===== config.mk =====
export PLATFORM = sky130hd
export DESIGN_NAME = smoothed_sample_extremes_tracker_core
export DESIGN_NICKNAME = d
export VERILOG_FILES = /design/src/hdl/ssx_pkg.sv /design/src/hdl/ssx_in_stage.sv /design/src/hdl/ssx_filter.sv /design/src/hdl/ssx_tracker.sv /design/src/hdl/smoothed_sample_extremes_tracker_core.sv
export SDC_FILE = /design/constraint.sdc
export NUM_CORES = 1
export LEC_CHECK = 0
export ABC_AREA = 1
export BUFFER_PORTS_ARGS = -buffer_cell sky130_fd_sc_hd__buf_2
export CORE_MARGIN = 2
export CORE_UTILIZATION = 45
export CTS_CLUSTER_SIZE = 25
export DETAILED_ROUTE_END_ITERATION = 8
export PLACE_DENSITY = 0.62
export SLEW_MARGIN = 10
export SYNTH_ARGS = -nofsm -noshare
export SYNTH_HDL_FRONTEND = slang
export SYNTH_HIERARCHICAL = 1
export SYNTH_SLANG_ARGS = --single-unit
export TNS_END_PERCENT = 50

===== constraint.sdc =====
create_clock -name clk_i -period 21.1 [get_ports clk_i]
set_input_delay 3.165 -clock clk_i [delete_from_list [all_inputs] [get_ports clk_i]]
set_output_delay 3.165 -clock clk_i [all_outputs]
set_load 0.05 [all_outputs]

===== src/hdl/ssx_pkg.sv =====
// ----------------------------------------------------------------------------
// ssx_pkg: shared types and constants of the smoothed sample extremes tracker
// Fixed-point formats, register indexes and the result record.
// ----------------------------------------------------------------------------
package ssx_pkg;

  localparam int SampleBits = 12;
  localparam int FracBits   = 8;
  localparam int ValBits    = SampleBits + FracBits;
  localparam int CountBits  = 16;
  localparam int TimeBits   = 32;
  localparam int WeightBits = 9;
  localparam int WeightFrac = 8;
  localparam int RegBits    = 20;
  localparam int CfgIdxBits = 2;

  localparam logic [WeightBits-1:0] WeightOne      = WeightBits'(1 << WeightFrac);
  localparam logic [WeightBits-1:0] WeightReset    = WeightBits'(230);
  localparam logic [RegBits-1:0]    HighThrReset   = RegBits'(943718);
  localparam logic [RegBits-1:0]    LowThrReset    = RegBits'(104832);

  localparam int InDataBits  = ((SampleBits + TimeBits + 7) / 8) * 8;
  localparam int OutUsedBits = 3 * RegBits + 2 * CountBits + 4 * TimeBits;
  localparam int OutDataBits = ((OutUsedBits + 7) / 8) * 8;

  typedef enum logic [CfgIdxBits-1:0] {
    CfgWeight  = 2'd0,
    CfgHighThr = 2'd1,
    CfgLowThr  = 2'd2
  } cfg_idx_e;

  typedef struct packed {
    logic [TimeBits-1:0]  trough_ms;
    logic [RegBits-1:0]   trough_value;
    logic [TimeBits-1:0]  peak_ms;
    logic [RegBits-1:0]   peak_value;
    logic [TimeBits-1:0]  last_low_ms;
    logic [TimeBits-1:0]  last_high_ms;
    logic [CountBits-1:0] low_hits;
    logic [CountBits-1:0] high_hits;
    logic [RegBits-1:0]   filtered;
  } result_t;

endpackage


===== src/hdl/ssx_in_stage.sv =====
// ----------------------------------------------------------------------------
// ssx_in_stage: input word register
// Captures one sample word and holds it until the tracker takes it.
// ----------------------------------------------------------------------------
module ssx_in_stage (
  input  logic                          clk_i,
  input  logic                          rst_ni,
  input  logic                          valid_i,
  output logic                          ready_o,
  input  logic [ssx_pkg::SampleBits-1:0] sample_i,
  input  logic [ssx_pkg::TimeBits-1:0]   time_i,
  output logic                          valid_o,
  input  logic                          take_i,
  output logic [ssx_pkg::SampleBits-1:0] sample_o,
  output logic [ssx_pkg::TimeBits-1:0]   time_o
);
  import ssx_pkg::*;

  logic                  valid_q, valid_d;
  logic                  load;
  logic [SampleBits-1:0] sample_q;
  logic [TimeBits-1:0]   time_q;

  assign ready_o = !valid_q || take_i;
  assign load    = valid_i && ready_o;
  assign valid_d = load || (valid_q && !take_i);

  always_ff @(posedge clk_i or negedge rst_ni) begin
    if (!rst_ni) begin
      valid_q <= 1'b0;
    end else begin
      valid_q <= valid_d;
    end
  end

  always_ff @(posedge clk_i) begin
    if (load) begin
      sample_q <= sample_i;
      time_q   <= time_i;
    end
  end

  assign valid_o  = valid_q;
  assign sample_o = sample_q;
  assign time_o   = time_q;

endmodule


===== src/hdl/ssx_filter.sv =====
// ----------------------------------------------------------------------------
// ssx_filter: first-order exponential smoothing
// f = s + (w * (x - s) + 0.5) in Q1.8 weight, rounded half up.
// ----------------------------------------------------------------------------
module ssx_filter (
  input  logic [ssx_pkg::SampleBits-1:0] sample_i,
  input  logic [ssx_pkg::ValBits-1:0]    smoothed_i,
  input  logic [ssx_pkg::WeightBits-1:0] weight_i,
  output logic [ssx_pkg::ValBits-1:0]    filtered_o
);
  import ssx_pkg::*;

  localparam int AccBits = ValBits + WeightFrac + 3;

  logic [WeightBits-1:0]     w_sat;
  logic [ValBits-1:0]        x;
  logic signed [ValBits:0]   diff;
  logic signed [AccBits-1:0] prod;
  logic signed [AccBits-1:0] acc;

  always_comb begin
    w_sat = (weight_i > WeightOne) ? WeightOne : weight_i;
    x     = {sample_i, FracBits'(0)};
    diff  = $signed({1'b0, x}) - $signed({1'b0, smoothed_i});
    prod  = AccBits'($signed({1'b0, w_sat}) * diff);
    acc   = prod
          + $signed(AccBits'({smoothed_i, WeightFrac'(0)}))
          + $signed(AccBits'(1 << (WeightFrac - 1)));
  end

  assign filtered_o = acc[ValBits+WeightFrac-1:WeightFrac];

endmodule


===== src/hdl/ssx_tracker.sv =====
// ----------------------------------------------------------------------------
// ssx_tracker: filter state, hit counters and extremes
// Updates all tracked values per word; the state doubles as result register.
// ----------------------------------------------------------------------------
module ssx_tracker (
  input  logic                          clk_i,
  input  logic                          rst_ni,
  input  logic                          valid_i,
  output logic                          take_o,
  input  logic [ssx_pkg::SampleBits-1:0] sample_i,
  input  logic [ssx_pkg::TimeBits-1:0]   time_i,
  input  logic [ssx_pkg::WeightBits-1:0] weight_i,
  input  logic [ssx_pkg::RegBits-1:0]    high_thr_i,
  input  logic [ssx_pkg::RegBits-1:0]    low_thr_i,
  output logic                          valid_o,
  input  logic                          ready_i,
  output ssx_pkg::result_t              result_o
);
  import ssx_pkg::*;

  logic                 valid_q, valid_d;
  logic [ValBits-1:0]   smoothed_q, f;
  logic [CountBits-1:0] high_cnt_q, high_cnt_d, low_cnt_q, low_cnt_d;
  logic [TimeBits-1:0]  high_ms_q, high_ms_d, low_ms_q, low_ms_d;
  logic [ValBits-1:0]   max_q, max_d, min_q, min_d;
  logic [TimeBits-1:0]  max_ms_q, max_ms_d, min_ms_q, min_ms_d;
  logic                 hit_high, hit_low;

  ssx_filter u_filter (
    .sample_i  (sample_i),
    .smoothed_i(smoothed_q),
    .weight_i  (weight_i),
    .filtered_o(f)
  );

  assign take_o  = valid_i && (!valid_q || ready_i);
  assign valid_d = take_o || (valid_q && !ready_i);

  always_comb begin
    hit_high   = RegBits'(f) > high_thr_i;
    hit_low    = RegBits'(f) < low_thr_i;
    high_cnt_d = high_cnt_q;
    high_ms_d  = high_ms_q;
    low_cnt_d  = low_cnt_q;
    low_ms_d   = low_ms_q;
    max_d      = max_q;
    max_ms_d   = max_ms_q;
    min_d      = min_q;
    min_ms_d   = min_ms_q;
    if (hit_high) begin
      high_cnt_d = (&high_cnt_q) ? high_cnt_q : high_cnt_q + 1'b1;
      high_ms_d  = time_i;
    end
    if (hit_low) begin
      low_cnt_d = (&low_cnt_q) ? low_cnt_q : low_cnt_q + 1'b1;
      low_ms_d  = time_i;
    end
    if (f > max_q) begin
      max_d    = f;
      max_ms_d = time_i;
    end
    if (f < min_q) begin
      min_d    = f;
      min_ms_d = time_i;
    end
  end

  always_ff @(posedge clk_i or negedge rst_ni) begin
    if (!rst_ni) begin
      valid_q    <= 1'b0;
      smoothed_q <= '0;
      high_cnt_q <= '0;
      low_cnt_q  <= '0;
      high_ms_q  <= '0;
      low_ms_q   <= '0;
      max_q      <= '0;
      max_ms_q   <= '0;
      min_q      <= '1;
      min_ms_q   <= '0;
    end else begin
      valid_q <= valid_d;
      if (take_o) begin
        smoothed_q <= f;
        high_cnt_q <= high_cnt_d;
        low_cnt_q  <= low_cnt_d;
        high_ms_q  <= high_ms_d;
        low_ms_q   <= low_ms_d;
        max_q      <= max_d;
        max_ms_q   <= max_ms_d;
        min_q      <= min_d;
        min_ms_q   <= min_ms_d;
      end
    end
  end

  assign valid_o               = valid_q;
  assign result_o.filtered     = RegBits'(smoothed_q);
  assign result_o.high_hits    = high_cnt_q;
  assign result_o.low_hits     = low_cnt_q;
  assign result_o.last_high_ms = high_ms_q;
  assign result_o.last_low_ms  = low_ms_q;
  assign result_o.peak_value   = RegBits'(max_q);
  assign result_o.peak_ms      = max_ms_q;
  assign result_o.trough_value = RegBits'(min_q);
  assign result_o.trough_ms    = min_ms_q;

endmodule


===== src/hdl/smoothed_sample_extremes_tracker_core.sv =====
// ----------------------------------------------------------------------------
// smoothed_sample_extremes_tracker_core: smoothed ADC extremes tracker
// Path: input stage register, then result register. Throughput: one word per cycle
//   unless m_axis_tready stalls; the filter multiply-add and the threshold and
//   extreme compares settle combinationally between input and result register.
// Reset: clears filter state, counters, time stamps and extremes (trough to
//   all ones) and loads the configuration registers with their defaults.
// ----------------------------------------------------------------------------
module smoothed_sample_extremes_tracker_core (
  input  logic                           clk_i,
  input  logic                           rst_ni,
  input  logic                           s_axis_tvalid,
  output logic                           s_axis_tready,
  // sample[11:0], time_ms[43:12], zero pad
  input  logic [ssx_pkg::InDataBits-1:0]  s_axis_tdata,
  output logic                           m_axis_tvalid,
  input  logic                           m_axis_tready,
  // filtered, high_hits, low_hits, last_high_ms, last_low_ms,
  // peak_value, peak_ms, trough_value, trough_ms, zero pad
  output logic [ssx_pkg::OutDataBits-1:0] m_axis_tdata,
  input  logic                           cfg_we_i,
  input  logic [ssx_pkg::CfgIdxBits-1:0]  cfg_addr_i,
  input  logic [ssx_pkg::RegBits-1:0]     cfg_wdata_i
);
  import ssx_pkg::*;

  logic [WeightBits-1:0] weight_q;
  logic [RegBits-1:0]    high_thr_q, low_thr_q;
  logic                  st_valid, take;
  logic [SampleBits-1:0] st_sample;
  logic [TimeBits-1:0]   st_time;
  result_t               result;

  always_ff @(posedge clk_i or negedge rst_ni) begin
    if (!rst_ni) begin
      weight_q   <= WeightReset;
      high_thr_q <= HighThrReset;
      low_thr_q  <= LowThrReset;
    end else if (cfg_we_i) begin
      unique case (cfg_addr_i)
        CfgWeight:  weight_q   <= cfg_wdata_i[WeightBits-1:0];
        CfgHighThr: high_thr_q <= cfg_wdata_i;
        CfgLowThr:  low_thr_q  <= cfg_wdata_i;
        default: ;
      endcase
    end
  end

  ssx_in_stage u_in_stage (
    .clk_i   (clk_i),
    .rst_ni  (rst_ni),
    .valid_i (s_axis_tvalid),
    .ready_o (s_axis_tready),
    .sample_i(s_axis_tdata[SampleBits-1:0]),
    .time_i  (s_axis_tdata[SampleBits+TimeBits-1:SampleBits]),
    .valid_o (st_valid),
    .take_i  (take),
    .sample_o(st_sample),
    .time_o  (st_time)
  );

  ssx_tracker u_tracker (
    .clk_i     (clk_i),
    .rst_ni    (rst_ni),
    .valid_i   (st_valid),
    .take_o    (take),
    .sample_i  (st_sample),
    .time_i    (st_time),
    .weight_i  (weight_q),
    .high_thr_i(high_thr_q),
    .low_thr_i (low_thr_q),
    .valid_o   (m_axis_tvalid),
    .ready_i   (m_axis_tready),
    .result_o  (result)
  );

  assign m_axis_tdata = OutDataBits'(result);

endmodule


==> results by stage, run 1 <==
STA:
- Setup repair after global routing left no endpoint under its margin.
- Between clock sinks in the finished design, the worst skew comes to about 0.034 ns.
- In the post-route analysis, the smallest setup slack over all paths is roughly 11 ns.
- The number of slew-limit violations in the final report is 0.
- The smallest clock period supported by the final layout is computed as 9.841 ns.
- The worst pin sits at a relative slew slack of 30.77%.
- The transition time at the pin with the least slew margin is 1.038 ns.
- Summed over all failing endpoints, the final setup total negative slack is 0 ns.
- Setup violations remaining at the end of the flow were counted as 0.
- The count of final hold-check violations came to 0.
- The worst path uses 46.64% of the clock period.
- Timing would allow up to just over 100 MHz.

Synthesis:
- By area the synthesized netlist is led by sky130_fd_sc_hd__dfrtp_1 25%, sky130_fd_sc_hd__nand2_1 15%, sky130_fd_sc_hd__fa_1 14%.
- For this run, asynchronously set or reset flops after synthesis account for between 80% and 90%.
- The proportion of synthesized chip area in sequential cells is 35.44%.
- The cell count after synthesis came out at 2815.
- The number of unique standard cell types used by synthesis is 55.
- The synthesized design contains 315 register bits.
- The number of warnings reported in the yosys synthesis log is 6.
- The average cell area after synthesis is 8.174 um^2.
- In the synthesized netlist the dominant register cell turns out to be sky130_fd_sc_hd__dfrtp_1.
- The biggest area contributor in the post-synthesis netlist is sky130_fd_sc_hd__dfrtp_1.
- The count of flip-flops with a built-in enable after synthesis is 44.
- The fraction of post-synthesis cell area in the top cell type by area is 24.90%.
- The mapped cell area is about 23000 um^2.

GRT:
- The via count of the first global-routing pass is 20310.
- For this run the aggregate overflow at the end of global routing stands at 0.
- The number of antenna violations at the first check in global routing is 7.
- The all-layer global routing usage is 27.31%.
- Entering global routing, the biggest net connects 143 pins.
- The global-route wire length before repair is around 110 mm.

Detailed routing:
- For this block, the routed nets add up to 71.31 mm of wire.
- For this run, design rule violations remaining after detail routing come to 0.
- The length of routed wiring on met1 is 29.30 mm.
- Before antenna repair, the detailed router went through 5 iterations.
- The iteration-0 DRC count of the detailed router is 1368.
- The average detailed-routed wire length per instance is 18.85 um.
- After detailed routing, the met2 layer carries 34.66 mm of wire.
- The total vias in the final route is roughly 20000.
- The detailed-route vias per instance is between 5 and 6.
- In this run the top signal layer used is met5.
- The met3 wire length is 5.241 mm.
- Once detail routing completed, the nets flagged for antenna violations numbered 0.

CTS:
- After clock tree synthesis, the clock-pin slew on the worst setup and hold paths is 0.06 ns.
- The longest clock path from root to sink contains 3 buffers.
- Buffers inserted to repair hold after CTS numbered 0.
- The CTS tree is done.
- Once the clock tree was built, the setup fixing pass inserted 0 buffers.
- The number of clock sinks is 315.
- The later pin in the worst-skew pair is clocked with a latency of about 0.57 ns.
- The H-tree was split into 2 levels.
- The TritonCTS buffer count is 39.
- The number of gates resized after CTS is 0.
- The tree is rooted in a sky130_fd_sc_hd__clkbuf_16.

Final layout:
- For this run, the share of the core covered by cells in the final layout is 52.52%.
- The top cell types in the final layout, fill and taps aside, are 914 x sky130_fd_sc_hd__nand2_1, 434 x sky130_fd_sc_hd__inv_1, 291 x sky130_fd_sc_hd__buf_2.
- Of the cells placed in the final design, the portion with a size suffix greater than 1 is between 10% and 20%.
- The post-route cell area is 26400 um^2.
- The layout-stage area growth over the synthesis result is 14.74%.
- The net count of the finished layout is roughly 3500.
- Leaving out fill and tap cells, the most frequent cell in the layout is sky130_fd_sc_hd__nand2_1.

Run status:
- The flow ran to the end, and the final reports show no timing, DRC or antenna violations.

Place:
- The total half-perimeter wirelength after legalization and detailed placement is 52.22 mm.
- The final RePlAce weighted congestion is between 0.9 and 1.
- The worst slack at placement is 11.38 ns.
- The number of port buffers is 292.
- Summing all placed instances gives a cell area of 25140 um^2.

Worst setup path:
- The number of cells on the worst reg-to-reg path is 37.
- The internal reg-to-reg setup slack is 11.26 ns.
- STA puts the critical path data arrival time at about 10 ns.
- By startpoint and endpoint, the worst setup path is classified as reg -> reg.
- On the worst path, the slowest cell contributes a delay of 0.80 ns.
- The maximum fanout along the worst path is 53.
- The data required time of the worst path is 21.55 ns.
- The startpoint type of the worst setup path is a flop.
- The slowest cell on the critical path is sky130_fd_sc_hd__nand3_2.
- STA classifies the critical path endpoint as a flop.
- The worst register-to-register path begins at u_tracker/smoothed_q[0].
- The destination of the worst register-to-register timing path is u_tracker/high_ms_q[15].

Floorplanning:
- In this run the standard cell core region covers about 50000 um^2.
- The die covers 52960 um^2.
- The die is 230.1 um tall.
- The row count is 82.
- The die extent in x is roughly 230 um.
- For this configuration, the core starts out at a cell density of between 40% and 50%.
- The I/O pin count is 301.

Hold path:
- The worst hold path stage count is 2.
- The beginning of the worst hold path is high_thr_q[5].
- The worst hold path terminates at high_thr_q[5].
- The worst hold path belongs to the class reg -> reg.

Flow run:
- The number of max-cap violations is 0.
[how the worst max path moves through the flow]
stage	start	slack (ns)	to
finish	u_tracker/smoothed_q[0]	11.26	u_tracker/high_ms_q[15]
global route	u_tracker/smoothed_q[0]	10.49	u_tracker/high_ms_q[16]
detailed placement	u_tracker/smoothed_q[0]	11.38	u_tracker/high_ms_q[15]
CTS	u_tracker/smoothed_q[0]	11.31	u_tracker/high_ms_q[16]
floorplan	u_tracker/smoothed_q[0]	13.34	u_tracker/max_q[0]
global placement	u_tracker/smoothed_q[0]	11.44	u_tracker/high_cnt_q[15]
[cell families after synthesis]
kind of cell / after synthesis / synth area share [%]
fa+ha+maj: 317 / 22.59
xor+xnor: 56 / 2.295
buf+inv: 554 / 9.505
flops: 315 / 35.44
simple gates: 1444 / 26.80
compound gates: 128 / 3.355
other cells: 1 / 0.01630
[critical path, delay by kind of cell, from the launching register on]
kind                     cells  cell delay (ns)
adder cells (fa/ha/maj)      8             3.67
buffers and inverters        8             1.20
AO/OA/AOI/OAI                5             0.75
AND/OR/NAND/NOR             14             2.43
flip-flops                   1             0.53
XOR/XNOR                     2             1.05
[metrics by stage]
stage | hold slack (ns) | std cells
final | 0.4637 | 3783
after global routing | 0.4726 | 3778
after CTS | 0.4663 | 3776
after detailed placement | 0.4565 | 3705
after global placement | 0.4513 | 3705
after floorplan | 0.4419 | 2818
[area by class of cell]
| cell class | count | area (um^2) |
|---|---|---|
| Timing Repair Buffer | 322 | 1709 |
| Clock inverter | 12 | 133.9 |
| Sequential cell | 315 | 8155 |
| Antenna cell | 7 | 17.52 |
| Fill cell | 4782 | 23870 |
| Clock buffer | 59 | 1111 |
| Tap cell | 672 | 840.8 |
| Multi-Input combinational cell | 1949 | 12750 |
| Inverter | 447 | 1679 |
[cell usage after synthesis, drive strengths merged, types with 31 or more instances]
cell type / n
buf: 59
nand3: 149
nand2: 924
clkbuf: 48
edfxtp: 44
a21oi: 69
dfrtp: 229
fa: 164
dfstp: 42
o21ai: 31
xor2: 32
nor2: 178
ha: 153
inv: 443
nand4: 168
[layer usage]
metal  track usage, %  vias to the layer above
met4            8.427                        4
met3            6.498                      114
met5                0                        -
li1                 -                     9346
met2            45.92                      704
met1            34.85                     9752
[flip-flops by register name (all words and copies together), names as in the netlist]
| name | flops |
|---|---|
| low_thr_q | 20 |
| u_tracker/valid_o | 1 |
| u_tracker/max_ms_q | 32 |
| u_tracker/min_q | 20 |
| u_in_stage/sample_o | 12 |
| u_tracker/high_ms_q | 32 |
| u_in_stage/valid_o | 1 |
| u_tracker/min_ms_q | 32 |
| u_tracker/smoothed_q | 20 |
| u_tracker/low_ms_q | 32 |
| u_in_stage/time_o | 32 |
| u_tracker/max_q | 20 |
| u_tracker/low_cnt_q | 16 |
| high_thr_q | 20 |
| u_tracker/high_cnt_q | 16 |
| weight_q | 9 |
Power of run 1 is left out: the tool's default activity adds up to more than one toggle a clock period on the data nets, which glitch-free logic cannot reach.
==> run 2, diff against run 1 <==
--- a/config.mk
+++ b/config.mk
@@ -5,7 +5,7 @@
 export SDC_FILE = /design/constraint.sdc
 export NUM_CORES = 1
 export LEC_CHECK = 0
-export ABC_AREA = 1
+export ABC_AREA = 0
 export BUFFER_PORTS_ARGS = -buffer_cell sky130_fd_sc_hd__buf_2
 export CORE_MARGIN = 2
 export CORE_UTILIZATION = 45
==> constraint.sdc (replaced) <==
create_clock -name clk_i -period 9.4 [get_ports clk_i]
set_input_delay 1.41 -clock clk_i [delete_from_list [all_inputs] [get_ports clk_i]]
set_output_delay 1.41 -clock clk_i [all_outputs]
set_load 0.05 [all_outputs]
==> run 2 against run 1 <==
- the flow now finishes with violations (design-rule violations)
- count of clock-buffer cells in the layout is 10 lower
- cell area is 1.0% lower
- critical path depth is 3 lower
- global-route usage is 3.9 points lower
==> results by stage, run 2 <==
Run status:
- The flow ran to the end, but the final reports show violations.
- The final reports fail on design-rule violations.

Hold path:
- The path class of the tightest hold or removal check is reg -> reg.
- The beginning of the worst hold path is u_tracker/high_cnt_q[10].
- Along the worst hold path, the cell count comes to 1.
- The capture endpoint of the worst hold path is u_tracker/high_cnt_q[10].

Synthesis:
- In this run the cell area of the synthesized design comes to 21300 um^2.
- The number of unique standard cell types used by synthesis is 76.
- The count of flip-flops with a built-in enable after synthesis is 44.
- Synthesis produced a netlist whose cell count is 1845.
- The most used flip-flop cell after synthesis is sky130_fd_sc_hd__dfrtp_1.
- The number of warnings reported in the yosys synthesis log is 6.
- In the synthesized netlist the async set-or-reset flop fraction comes to 86.03%.
- Sorting the synthesized cells by area gives the leading types as sky130_fd_sc_hd__dfrtp_1 27%, sky130_fd_sc_hd__fa_1 15%, sky130_fd_sc_hd__mux2_2 11%.
- Among all cell types in the netlist, the one instantiated most often is sky130_fd_sc_hd__inv_1.
- The post-synthesis register bit count is 315.
- The top cell type by area accounts for 26.91% of the synthesized area.
- Sequential cells were found to cover a little under two fifths of the synthesized design area.
- The library cell occupying the most area in the post-synthesis netlist is sky130_fd_sc_hd__dfrtp_1.
- The average cell area after synthesis is 11.54 um^2.
- After synthesis, the most frequently instantiated cells are 315 x sky130_fd_sc_hd__inv_1, 229 x sky130_fd_sc_hd__dfrtp_1, 202 x sky130_fd_sc_hd__mux2_2.

Detailed routing:
- The detailed router finished its first iteration with 591 violations.
- The first detailed-routing pass took 7 iterations.
- In this run the remaining antenna-violating nets after routing total 0.
- The number of remaining DRC errors is 4.
- The average detailed-routed wire length per instance is 19.71 um.
- The total wire length after detailed routing is 57.37 mm.
- The detailed-route vias per instance is 5.114.
- The total vias in the final route is 14880.

STA:
- The part of the cycle the worst path needs is 97.48%.
- Setup repair after global routing could not meet its margin everywhere.
- The final number of setup-violating endpoints is 0.
- The worst-case headroom to the max-slew limit is 25.48%.
- Static timing analysis puts the maximum clock frequency at 109.1 MHz.
- The count of final hold-check violations is 0.
- For the pin with the worst max-slew slack, the measured transition is 1.118 ns.
- The worst clock skew is 0.02833 ns.
- The number of slew-limit violations in the final report is 0.
- The least setup slack across all paths after layout is between 0.2 and 0.25 ns.
- The final critical-path required period is between 9 and 10 ns.

Final layout:
- Leaving out fill and tap cells, the most frequent cells in the layout are 313 x sky130_fd_sc_hd__inv_1, 291 x sky130_fd_sc_hd__buf_2, 229 x sky130_fd_sc_hd__dfrtp_1.
- The number of nets in the final layout is 2661.
- The post-layout instance count excluding filler cells is 2910.
- The utilization of the core after routing is 56.00%.
- From synthesis to final layout, the design area changed by 22.68%.
- The most common cell after layout, fill and taps aside is sky130_fd_sc_hd__inv_1.
- The fraction of final layout cells with drive strength greater than 1 is a little over a third.

Worst setup path:
- For the worst setup path, the data arrival time is 9.59 ns.
- The largest single stage delay on the critical path is 0.58 ns.
- The endpoint kind of the worst setup timing path is a flop.
- The destination of the worst register-to-register timing path is u_tracker/min_ms_q[5].
- The internal reg-to-reg setup slack is 0.24 ns.
- The critical path is of the reg -> reg type.
- The number of cells on the worst reg-to-reg path is 34.
- In this run the worst path has a maximum fanout of 35.
- The startpoint type of the worst setup path is a flop.
- The data required time of the worst path is 9.82 ns.
- The slowest cell on the critical path is sky130_fd_sc_hd__fa_1.
- The worst register-to-register path begins at u_in_stage/sample_o[1].
- The cell seen most often among critical-path stages is sky130_fd_sc_hd__fa_1.

Floorplanning:
- The floorplan step defined a die boundary enclosing 49080 um^2.
- roughly 300 I/O pins were placed.
- The floorplan has 79 rows.
- The die height is 221.6 um.
- The starting density of the core is 45.65%.
- The core region area is 46650 um^2.
- The die extent in x is 221.6 um.

CTS:
- Clock tree synthesis found a total of 315 sinks.
- Counting the buffers created by CTS gives 37.
- The hold buffer count at cts is 0.
- The H-tree depth is 2.
- The root cell of the clock tree is sky130_fd_sc_hd__clkbuf_16.
- The CTS tree is done.
- The clock slew seen by the registers of the worst setup and hold paths is 0.06 ns.
- The clock latency of the later-clocked register in the worst-skew pair is 0.56 ns.
- The number of buffers between clock root and the deepest sink is 3.

Place:
- At the end of routability-driven placement, the weighted congestion stood at 0.8800.
- The number of port buffers is around 290.
- The total half-perimeter wirelength after legalization and detailed placement is 42.83 mm.
- The worst slack at placement is -0.3467 ns.
- The cell count after placement is 2816.

GRT:
- The maximum number of pins on one net before global-route repair is 125.
- Across every metal layer, demand over resource in global routing totals 23.41%.
- The global-route wire length before repair is 90.08 mm.
- The sum of overflow across all layers after global routing is 0.
- The number of antenna violations at the first check in global routing was 8.
- The via count of the first global-routing pass is between 15000 and 20000.

Flow run:
- Max-cap violations in this run came to 0.
run 2: kinds of logic (layout without fill, tap and decap cells):
family                     count (synthesis)  after routing  synth area share [%]
AOI/OAI and AO/OA                        134            134                 4.494
xor gates and xnor gates                  81             81                 3.431
adders and majority gates                317            317                 24.40
buffers and inverters                    364            814                 6.838
DFF                                      315            315                 38.29
muxes                                    238            238                 13.11
other                                      1              9               0.01761
and+or+nand+nor                          395            395                 9.411
run 2: metal layers:
layer  vias up  GRT usage (%)  share of wire, %
met4         6          7.956               2.8
met3        74          7.501               8.3
met2       409          39.13                49
met5         -              0             0.066
li1       6909              -                 -
met1      7485          28.70                40
run 2: repair_timing:
item,4_1_cts,5_1_grt
setup buffers,3,11
endpoints found under the setup margin,172,200
pin swaps,6,38
cloned,1,6
gates resized for setup,18,46
run 2: layout make-up:
cell class / instances / area, um^2
tap: 607 / 759.5
sequential: 315 / 8155
fill: 4036 / 20530
multi-input combinational: 1169 / 12060
clock inverter: 19 / 195.2
antenna: 5 / 12.51
clock buffer: 49 / 1062
inverter: 315 / 1182
timing repair buffer: 431 / 2704
run 2: worst max path at each step:
| stage | start | endpoint | slack, ns | depth (start not counted) |
|---|---|---|---|---|
| 3_3_place_gp | u_tracker/smoothed_q[0] | u_tracker/max_q[16] | -0.15 | 32 |
| 2_1_floorplan | u_tracker/smoothed_q[9] | u_tracker/high_ms_q[1] | 0.18 | 34 |
| 4_1_cts | u_in_stage/sample_o[1] | u_tracker/high_ms_q[12] | 0.05 | 34 |
| 6_report | u_in_stage/sample_o[1] | u_tracker/min_ms_q[5] | 0.24 | 34 |
| 5_1_grt | u_tracker/smoothed_q[0] | u_tracker/min_q[1] | -0.11 | 35 |
| 3_5_place_dp | u_tracker/smoothed_q[0] | u_tracker/max_ms_q[15] | -0.35 | 33 |
run 2: worst max-delay path, delay by kind of cell (launching register included):
kind | cells | cell delay (ns)
flops | 1 | 0.42
compound gates | 9 | 1.90
buf+inv | 5 | 0.63
mux | 1 | 0.38
xor+xnor | 2 | 0.48
fa+ha+maj | 8 | 3.53
simple gates | 9 | 1.61
run 2: metrics by stage:
stage | cell area (um^2) | hold WS, ns | setup TNS, ns
floorplan | 21310 | 0.4726 | 0
global placement | 24210 | 0.4717 | -12.88
detailed placement | 24210 | 0.4801 | -30.89
CTS | 25620 | 0.4953 | 0
global route | 26120 | 0.5131 | -8.376
finish | 26130 | 0.4945 | 0
Power of run 2 is left out for the same reason.
